**src/sv/ipsc_pkg.sv**
```systemverilog
// shared widths, constants, codes and types for the inverse park / svpwm compare pipeline
package ipsc_pkg;

    localparam int VOLTAGE_WIDTH       = 16;
    localparam int ANGLE_WIDTH         = 16;
    localparam int ANGLE_FRACTION_BITS = 15;

    // rotator products, sector projections, dwell numerators
    localparam int PRW = VOLTAGE_WIDTH + ANGLE_WIDTH;
    localparam int PW  = VOLTAGE_WIDTH + 16;
    localparam int MW  = PW - 1;
    localparam int DW  = PW;

    localparam int QW  = 16;            // period and quotient width
    localparam int UW  = 15;            // bus voltage width
    localparam int KW  = 15;            // sqrt(3) constant width
    localparam int NW  = DW + QW - 1;   // dividend width
    localparam int SPW = NW + KW;
    localparam int SMW = DW + KW;

    localparam logic [KW-1:0] SQRT3_Q14 = 15'd28378;
    localparam int ONE_Q14_SHIFT = 14;
    localparam int DEN_SHIFT     = 29;
    localparam int NUW           = SPW - DEN_SHIFT;

    // stage numbering: 0..6 front end, then the quotient stages, then the output stage
    localparam int DIV_FIRST = 7;
    localparam int NST       = DIV_FIRST + QW + 1;

    localparam logic [2:0] SECTOR_1 = 3'd1;
    localparam logic [2:0] SECTOR_2 = 3'd2;
    localparam logic [2:0] SECTOR_3 = 3'd3;
    localparam logic [2:0] SECTOR_4 = 3'd4;
    localparam logic [2:0] SECTOR_5 = 3'd5;
    localparam logic [2:0] SECTOR_6 = 3'd6;

    localparam logic REG_PWM_PERIOD  = 1'b0;
    localparam logic REG_BUS_VOLTAGE = 1'b1;

    localparam logic [QW-1:0] PWM_PERIOD_RESET  = 16'd8500;
    localparam logic [UW-1:0] BUS_VOLTAGE_RESET = 15'd24000;

    typedef struct packed {
        logic [2:0] sector;
        logic       over;
    } t_side;

endpackage

```
**src/sv/ipsc_div.sv**
```systemverilog
// pipelined restoring divider, two dividends over one shared divisor, one quotient bit per stage
module ipsc_div (
    input  logic                        i_clk,
    input  logic [ipsc_pkg::QW-1:0]     i_en,
    input  logic [ipsc_pkg::NW-1:0]     i_num1,
    input  logic [ipsc_pkg::NW-1:0]     i_num2,
    input  logic [ipsc_pkg::DW-1:0]     i_den,
    input  ipsc_pkg::t_side             i_side,
    output logic [ipsc_pkg::QW-1:0]     o_quo1,
    output logic [ipsc_pkg::QW-1:0]     o_quo2,
    output ipsc_pkg::t_side             o_side
);

    logic [ipsc_pkg::NW-1:0] r_rem1  [ipsc_pkg::QW];
    logic [ipsc_pkg::NW-1:0] r_rem2  [ipsc_pkg::QW];
    logic [ipsc_pkg::QW-1:0] r_quo1  [ipsc_pkg::QW];
    logic [ipsc_pkg::QW-1:0] r_quo2  [ipsc_pkg::QW];
    logic [ipsc_pkg::DW-1:0] r_den   [ipsc_pkg::QW];
    ipsc_pkg::t_side         r_side  [ipsc_pkg::QW];

    logic [ipsc_pkg::NW-1:0] n_rem1  [ipsc_pkg::QW];
    logic [ipsc_pkg::NW-1:0] n_rem2  [ipsc_pkg::QW];
    logic [ipsc_pkg::QW-1:0] n_quo1  [ipsc_pkg::QW];
    logic [ipsc_pkg::QW-1:0] n_quo2  [ipsc_pkg::QW];

    logic [ipsc_pkg::NW-1:0] w_prem1 [ipsc_pkg::QW];
    logic [ipsc_pkg::NW-1:0] w_prem2 [ipsc_pkg::QW];
    logic [ipsc_pkg::QW-1:0] w_pq1   [ipsc_pkg::QW];
    logic [ipsc_pkg::QW-1:0] w_pq2   [ipsc_pkg::QW];
    logic [ipsc_pkg::DW-1:0] w_pden  [ipsc_pkg::QW];
    logic [ipsc_pkg::NW-1:0] w_trial [ipsc_pkg::QW];
    logic [ipsc_pkg::QW-1:0] w_bit   [ipsc_pkg::QW];

    // each stage works on the registers of the stage before it
    always_comb begin
        w_prem1[0] = i_num1;
        w_prem2[0] = i_num2;
        w_pq1[0]   = '0;
        w_pq2[0]   = '0;
        w_pden[0]  = i_den;
        for (int s = 1; s < ipsc_pkg::QW; s++) begin
            w_prem1[s] = r_rem1[s-1];
            w_prem2[s] = r_rem2[s-1];
            w_pq1[s]   = r_quo1[s-1];
            w_pq2[s]   = r_quo2[s-1];
            w_pden[s]  = r_den[s-1];
        end
        for (int s = 0; s < ipsc_pkg::QW; s++) begin
            w_trial[s] = ipsc_pkg::NW'(w_pden[s]) << (ipsc_pkg::QW - 1 - s);
            w_bit[s]   = ipsc_pkg::QW'(1) << (ipsc_pkg::QW - 1 - s);
            n_rem1[s]  = w_prem1[s];
            n_quo1[s]  = w_pq1[s];
            n_rem2[s]  = w_prem2[s];
            n_quo2[s]  = w_pq2[s];
            if (w_prem1[s] >= w_trial[s]) begin
                n_rem1[s] = w_prem1[s] - w_trial[s];
                n_quo1[s] = w_pq1[s] | w_bit[s];
            end
            if (w_prem2[s] >= w_trial[s]) begin
                n_rem2[s] = w_prem2[s] - w_trial[s];
                n_quo2[s] = w_pq2[s] | w_bit[s];
            end
        end
    end

    always_ff @(posedge i_clk) begin
        if (i_en[0]) begin
            r_side[0] <= i_side;
        end
        for (int s = 1; s < ipsc_pkg::QW; s++) begin
            if (i_en[s]) begin
                r_side[s] <= r_side[s-1];
            end
        end
        for (int s = 0; s < ipsc_pkg::QW; s++) begin
            if (i_en[s]) begin
                r_rem1[s] <= n_rem1[s];
                r_rem2[s] <= n_rem2[s];
                r_quo1[s] <= n_quo1[s];
                r_quo2[s] <= n_quo2[s];
                r_den[s]  <= w_pden[s];
            end
        end
    end

    assign o_quo1 = r_quo1[ipsc_pkg::QW-1];
    assign o_quo2 = r_quo2[ipsc_pkg::QW-1];
    assign o_side = r_side[ipsc_pkg::QW-1];

endmodule

```
**config.mk**
```make
export PLATFORM = sky130hd
export DESIGN_NAME = ipsc_div
export DESIGN_NICKNAME = d
export VERILOG_FILES = /design/src/sv/ipsc_pkg.sv /design/src/sv/ipsc_div.sv
export SDC_FILE = /design/constraint.sdc
export NUM_CORES = 2
export LEC_CHECK = 0
export ABC_AREA = 0
export BUFFER_PORTS_ARGS = -buffer_cell sky130_fd_sc_hd__buf_2
export CORE_MARGIN = 3
export CORE_UTILIZATION = 45
export DETAILED_ROUTE_END_ITERATION = 8
export SKIP_CTS_REPAIR_TIMING = 1
export SYNTH_ARGS = -nofsm -noshare
export SYNTH_HDL_FRONTEND = slang
export SYNTH_SLANG_ARGS = --single-unit
```
**constraint.sdc**
```tcl
create_clock -name i_clk -period 4.2 [get_ports i_clk]
set_clock_uncertainty 0.15 [all_clocks]
set_input_delay 0 -clock i_clk [delete_from_list [all_inputs] [get_ports i_clk]]
set_output_delay 0 -clock i_clk [all_outputs]
set_load 0.05 [all_outputs]
```
### After elaboration in Yosys (flattened, before gate mapping)

Memories as Yosys holds them, arrays and structs flattened.
Index checks and enable logic that the tools add are counted.

* logic and storage cells: 166
* input port bits: 147
* memories: 6
* bits in registers: 0
* output and inout bits: 36
* memory bits (writable): 2592

* muxes and demuxes: 96
* $add $sub $neg: 32
* order comparisons: 32

Memories
* r_rem1: depth 16, width 47, rd ports 15, clocked after memory_dff 0, wr ports 16, RTL line ipsc_div.sv:14 `logic [ipsc_pkg::NW-1:0] r_rem1 [ipsc_pkg::QW];`
* r_rem2: depth 16, width 47, rd ports 15, clocked after memory_dff 0, wr ports 16, RTL line ipsc_div.sv:15 `logic [ipsc_pkg::NW-1:0] r_rem2 [ipsc_pkg::QW];`
* r_den: depth 16, width 32, rd ports 15, clocked after memory_dff 0, wr ports 16, RTL line ipsc_div.sv:18 `logic [ipsc_pkg::DW-1:0] r_den [ipsc_pkg::QW];`
* r_quo1: depth 16, width 16, rd ports 16, clocked after memory_dff 0, wr ports 16, RTL line ipsc_div.sv:16 `logic [ipsc_pkg::QW-1:0] r_quo1 [ipsc_pkg::QW];`
* r_quo2: depth 16, width 16, rd ports 16, clocked after memory_dff 0, wr ports 16, RTL line ipsc_div.sv:17 `logic [ipsc_pkg::QW-1:0] r_quo2 [ipsc_pkg::QW];`
* r_side: depth 16, width 4, rd ports 16, clocked after memory_dff 0, wr ports 16, RTL line ipsc_div.sv:19 `ipsc_pkg::t_side r_side [ipsc_pkg::QW];`

Operators by type and width (count)
* 47-bit two-way mux: 32
* 47-bit by 32-bit >= comparator with 1-bit output: 2
* 47-bit by 33-bit >= comparator with 1-bit output: 2
* 47-bit by 34-bit >= comparator with 1-bit output: 2
* 47-bit by 35-bit >= comparator with 1-bit output: 2
* 47-bit by 36-bit >= comparator with 1-bit output: 2
* 47-bit by 37-bit >= comparator with 1-bit output: 2
* 47-bit by 38-bit >= comparator with 1-bit output: 2
* 47-bit by 39-bit >= comparator with 1-bit output: 2
* 47-bit by 40-bit >= comparator with 1-bit output: 2
* 47-bit by 41-bit >= comparator with 1-bit output: 2
* 47-bit by 42-bit >= comparator with 1-bit output: 2
* 47-bit by 43-bit >= comparator with 1-bit output: 2
* 47-bit by 44-bit >= comparator with 1-bit output: 2
* 47-bit by 45-bit >= comparator with 1-bit output: 2
* 47-bit by 46-bit >= comparator with 1-bit output: 2
* 47-bit >= comparator: 2
* 47-bit by 32-bit subtractor with 47-bit output: 2
* 47-bit by 33-bit subtractor with 47-bit output: 2
* 47-bit by 34-bit subtractor with 47-bit output: 2
* 47-bit by 35-bit subtractor with 47-bit output: 2
* 47-bit by 36-bit subtractor with 47-bit output: 2
* 47-bit by 37-bit subtractor with 47-bit output: 2
* 47-bit by 38-bit subtractor with 47-bit output: 2
* other kinds (25): 82

### Longest topological paths before layout

An unclocked memory read counts as a cell.

* word-level depth: 3
* depth in mapped cells: 17

### Least setup slack after synthesis

OpenSTA, ideal clock, no wires.

* path kind: reg-to-reg
* start: mem r_rem1[0][336] (netlist bit)
* end: mem r_rem1[1][17] (netlist bit) (data pin)
* stages on the path, launching flop included: 16
* period minus slack after synthesis: 3.882 ns
* slack: 0.318 ns
* data arrival time: 3.472 ns
* buffers on the path: 1
* cell sequence: edfxtp_1 -> inv_1 -> ha_1 -> inv_1 -> fa_1 -> a211oi_1 -> o21ai_1 -> a31oi_1 -> o31ai_2 -> a31oi_1 -> a21oi_1 -> a211o_1 -> a21oi_1 -> nor2b_1 -> buf_2 -> mux2_2

RTL lines (RTL line)
* start, declared: ipsc_div.sv:14

==> results.md <==
* Least-Margin Pin Slew at 1.083 ns
* Highest attainable clock frequency at 0.2317 GHz
* Final standard cell utilization of the core at 54.46%
* Largest delay contributor family on the critical path: compound AO/OA/AOI/OAI gates
* Total Routing Usage GR at 29.13%
* Final design area excluding fillers at 160700 um^2
* Number of standard cells in the layout, taps in and fillers out at 18.26k
* Number of register bits inferred by synthesis at 2226
* Max-cap viol count at 0
* Power per cell area at 732.2 nW/um^2
* Result of the run: complete, but fails checks
* Crit end category: flop
* Headroom to the max-slew limit at 27.03%
* Origin of the worst min-delay path: i_en[3]
* Clk buf depth at 4
* Vias in the first global route at 101.5k
* RSZ-0062 raised after global routing: yes
* Total number of clock tree sinks at 2226
* Fin crit share at 102.8%
* Total vias in the final route at 105.0k
* Portion of total power attributed to sequential cells at 33.3%
* Fraction of synthesized cell area taken by the top area cell type at 49.88%
* Post-synth top flop: sky130_fd_sc_hd__edfxtp_1
* Number of distinct library cells after synthesis at 99
* Number of flops mapped to enable cells by yosys at 2226
* Crit path required time at 4.74 ns
* Total of warnings raised by yosys at 0
* X dimension of the die at 551.7 um
* Internal at 71.20 mW
* CP dominant cell by count: sky130_fd_sc_hd__o31a_1
* Clock transition at the registers of the reported paths at 0.06 ns
* CP Buf/Inv Count at 2
* Violated checks: hold timing, setup timing
* Portion of total power attributed to the clock network at 19.5%
* Wire length of the first global-routing pass at 659100 um
* Placed cell area at 147400 um^2
* Y dimension of the die at 551.7 um
* Proportion of synthesized chip area in sequential cells at 49.88%
* CTS root buf: sky130_fd_sc_hd__clkbuf_16
* Placeable core region at 295100 um^2
* Tot Pwr at 117.7 mW
* Startpoint of the worst register-to-register path: r_den[1][160]$_DFFE_PP_
* Initial antenna violation count at 27
* Classification of the worst-slack hold path: primary input to flop
* Clock insertion delay at the later pin of the skew report at 0.94 ns
* Reported leakage power at 64.95 nW
* Wire length per cell after detailed routing at 25.34 um
* GRT Residual Overflow at 0
* Total detailed-routing wirelength at 462800 um
* FFs w/ async S/R, synth at 0%
* Power share of the combinational group at 47.3%
* Mapped Nets at 13.80k
* Instance count of the mapped netlist at 12.60k
* Leading post-synthesis cells by cell area: sky130_fd_sc_hd__edfxtp_1, sky130_fd_sc_hd__ha_1, sky130_fd_sc_hd__a21oi_1
* Startpoint of the worst setup timing path: r_den[1][160]$_DFFE_PP_
* Cell type contributing the most total cell area after synthesis: sky130_fd_sc_hd__edfxtp_1
* IO buf count at 182
* Worst-path cell chain: ha_2, fa_2, and2b_1, o31a_1, o311a_1, o21ai_2, o211ai_1, a31oi_1, buf_4, o31a_1, o41a_1, inv_2, nand4_1, or4b_4, xnor2_1
* Max-slew violations at 0
* Number of ports placed on the die boundary at 183
* Smallest setup slack after layout at -0.1157 ns
* Maximum number of pins on one net before global-route repair at 125
* Cell Rows at 199
* Cts bufs inserted at 245
* Starting DRC count in detailed routing at 8910
* Crit path max fanout at 3
* Initial cell density of the core at 45.42%
* Worst hold slack after final layout at -0.007776 ns
* Final critical-path required period at 4.316 ns
* Number of DRC violations after detailed routing at 0
* Total iterations of the first detailed-routing run at 6
* CP max-delay cell: sky130_fd_sc_hd__or4b_4
* CTS H-Tree Depth at 4
* Peak supply drop at 507.8 uV
* WP data arrival at 4.86 ns
* Net switching power of the design at 46.46 mW
* CTS tree: done
* NumNets Final at 15.31k
* Detailed placer's ending HPWL at 374000 um
* Number of cells in the design after placement at 17.43k
* Synth Area per Inst at 10.63 um^2
* Category of the critical setup timing path: flop to flop
* Overall die area at 304400 um^2
* Final estimated routing congestion in global placement at 0.9863
* Maximum single-stage delay on the critical path at 0.51 ns
* Number of nets still failing antenna checks after routing at 0
* Hold violation count in the final report at 3
* Switching power share of the total at 39.49%
* Layout cell share with drive strength beyond 1 at 14.99%
* Via/cell ratio at 5.747
* Number of inserted filler cells in the final layout at 25.69k
* Synthesis-to-layout area growth at 19.93%
* CP startpoint kind: flop
* Post-synthesis instance area at 134000 um^2
* Setup-violating endpoint count in the final report at 8
-- logic make-up (layout without fill, tap and decap cells) --
| family | count (synthesis) | count (layout) | synth area share [%] |
|---|---|---|---|
| and+or+nand+nor | 3291 | 3291 | 11.79 |
| AOI/OAI and AO/OA | 3674 | 3674 | 16.83 |
| buffers and inverters | 1167 | 2879 | 3.361 |
| adders and majority gates | 1054 | 1054 | 10.01 |
| muxes | 168 | 168 | 1.435 |
| xor gates and xnor gates | 1023 | 1023 | 6.687 |
| other | 0 | 30 | 0 |
| DFF | 2226 | 2226 | 49.88 |
-- cell usage after synthesis, types with 19 or more instances --
library cell / number
sky130_fd_sc_hd__o22ai_1: 22
sky130_fd_sc_hd__a31o_2: 19
sky130_fd_sc_hd__nor4b_1: 23
sky130_fd_sc_hd__mux2_2: 149
sky130_fd_sc_hd__a31oi_1: 116
sky130_fd_sc_hd__o21bai_1: 109
sky130_fd_sc_hd__a21boi_0: 24
sky130_fd_sc_hd__a211o_1: 43
sky130_fd_sc_hd__o21a_1: 124
sky130_fd_sc_hd__fa_1: 30
sky130_fd_sc_hd__o21ai_0: 964
sky130_fd_sc_hd__a221oi_1: 21
sky130_fd_sc_hd__nand3_1: 215
sky130_fd_sc_hd__nor4_1: 124
sky130_fd_sc_hd__or4_1: 44
sky130_fd_sc_hd__inv_1: 802
sky130_fd_sc_hd__o211ai_1: 53
sky130_fd_sc_hd__clkbuf_1: 292
sky130_fd_sc_hd__buf_1: 22
sky130_fd_sc_hd__nand2_1: 1047
sky130_fd_sc_hd__o31a_1: 31
sky130_fd_sc_hd__and3_1: 82
sky130_fd_sc_hd__a211oi_1: 94
sky130_fd_sc_hd__nand2b_1: 151
sky130_fd_sc_hd__a21oi_1: 1185
sky130_fd_sc_hd__o31ai_1: 84
sky130_fd_sc_hd__o41ai_1: 24
sky130_fd_sc_hd__xor2_1: 469
sky130_fd_sc_hd__or3_1: 82
sky130_fd_sc_hd__and4_1: 28
sky130_fd_sc_hd__nor2b_1: 143
sky130_fd_sc_hd__edfxtp_1: 2226
sky130_fd_sc_hd__buf_2: 36
sky130_fd_sc_hd__nor2_1: 814
sky130_fd_sc_hd__nand4_1: 174
sky130_fd_sc_hd__nor3_1: 201
sky130_fd_sc_hd__and2_1: 38
sky130_fd_sc_hd__a21o_1: 560
sky130_fd_sc_hd__or2_2: 39
sky130_fd_sc_hd__xnor2_1: 554
sky130_fd_sc_hd__ha_1: 1024
-- metrics by stage --
stage          worst slack [ns]  setup TNS (ns)
6_report                -0.1157         -0.3984
3_5_place_dp            -0.3785          -12.49
2_1_floorplan            0.3184               0
4_1_cts                 -0.3740          -18.51
5_1_grt                 -0.2792          -4.841
3_3_place_gp            -0.3470          -12.20
-- area by class of cell --
type	instances	area (um^2)	share of cell area, %
clock buffer	273	6279	3.907
inverter	803	3014	1.876
timing repair buffer	1623	13470	8.381
antenna	30	75.07	0.04672
tap	3919	4903	3.051
clock inverter	180	2317	1.442
sequential	2226	66840	41.60
multi-input combinational	9210	63800	39.70
-- worst paths after layout --
| kind | end | slack, ns | depth (start not counted) |
|---|---|---|---|
| worst max-delay path | r_rem2[1][323]$_DFFE_PP_ | -0.12 | 15 |
| worst min-delay path | r_side[0][13]$_DFFE_PP_ | -0.008 | 2 |
| worst max register to register | r_rem2[1][323]$_DFFE_PP_ | -0.12 | 15 |
| worst min register to register | r_quo1[1][117]$_DFFE_PP_ | 0.24 | 0 |
-- cells in the final DEF, fill, tap and decap left out, types with 43 or more instances in the layout --
cell type                       instances
sky130_fd_sc_hd__or3_1                 81
sky130_fd_sc_hd__a21o_1               559
sky130_fd_sc_hd__o31ai_1               75
sky130_fd_sc_hd__inv_1                798
sky130_fd_sc_hd__nor3_1               191
sky130_fd_sc_hd__nor2_1               813
sky130_fd_sc_hd__nor4_1               109
sky130_fd_sc_hd__edfxtp_1            2226
sky130_fd_sc_hd__o21ai_0              933
sky130_fd_sc_hd__nand2_1             1046
sky130_fd_sc_hd__o21a_1               124
sky130_fd_sc_hd__nand4_1              174
sky130_fd_sc_hd__and3_1                82
sky130_fd_sc_hd__buf_2                167
sky130_fd_sc_hd__a211oi_1              82
sky130_fd_sc_hd__o211ai_1              53
sky130_fd_sc_hd__xnor2_1              554
sky130_fd_sc_hd__xor2_1               469
sky130_fd_sc_hd__nor2b_1              139
sky130_fd_sc_hd__dlygate4sd3_1        300
sky130_fd_sc_hd__clkbuf_16            252
sky130_fd_sc_hd__nand2b_1             150
sky130_fd_sc_hd__buf_12                56
sky130_fd_sc_hd__o21bai_1             108
sky130_fd_sc_hd__nand3_1              212
sky130_fd_sc_hd__or4_1                 43
sky130_fd_sc_hd__a21oi_1             1159
sky130_fd_sc_hd__bufinv_16             45
sky130_fd_sc_hd__a31oi_1              105
sky130_fd_sc_hd__a211o_1               43
sky130_fd_sc_hd__buf_4               1070
sky130_fd_sc_hd__ha_1                1019
sky130_fd_sc_hd__mux2_2               149
-- power groups by stage --
stage               clock network (mW)  logic, mW  registers [mW]
finish                            22.9       55.6            39.1
global route                      24.3       60.7            39.4
CTS                               23.4       53.9            39.0
detailed placement                   0       53.6            39.4
global placement                     0       53.1            39.5
floorplan                            0       34.8            35.8
-- flip-flops by register name, indices dropped and copies added, names as in the netlist --
name,count
r_den,480
r_quo1,136
r_quo2,136
r_rem1,705
r_rem2,705
r_side,64
-- layer usage --
| metal | vias up | GRT usage, % | wire (um) |
|---|---|---|---|
| met5 | - | 0 | 49 |
| met4 | 8 | 15.73 | 31120 |
| met3 | 948 | 3.282 | 23160 |
| met2 | 3373 | 51.22 | 227900 |
| met1 | 50770 | 34.88 | 180500 |
| li1 | 49860 | - | - |
-- worst register-to-register path, stage by stage (launching register included) --
cell	delay, ns
sky130_fd_sc_hd__edfxtp_1	0.40
sky130_fd_sc_hd__ha_2	0.22
sky130_fd_sc_hd__fa_2	0.34
sky130_fd_sc_hd__and2b_1	0.22
sky130_fd_sc_hd__o31a_1	0.20
sky130_fd_sc_hd__o311a_1	0.22
sky130_fd_sc_hd__o21ai_2	0.09
sky130_fd_sc_hd__o211ai_1	0.23
sky130_fd_sc_hd__a31oi_1	0.16
sky130_fd_sc_hd__buf_4	0.20
sky130_fd_sc_hd__o31a_1	0.32
sky130_fd_sc_hd__o41a_1	0.45
sky130_fd_sc_hd__inv_2	0.09
sky130_fd_sc_hd__nand4_1	0.12
sky130_fd_sc_hd__or4b_4	0.52
sky130_fd_sc_hd__xnor2_1	0.15
Power figures use the tool's default switching activity.
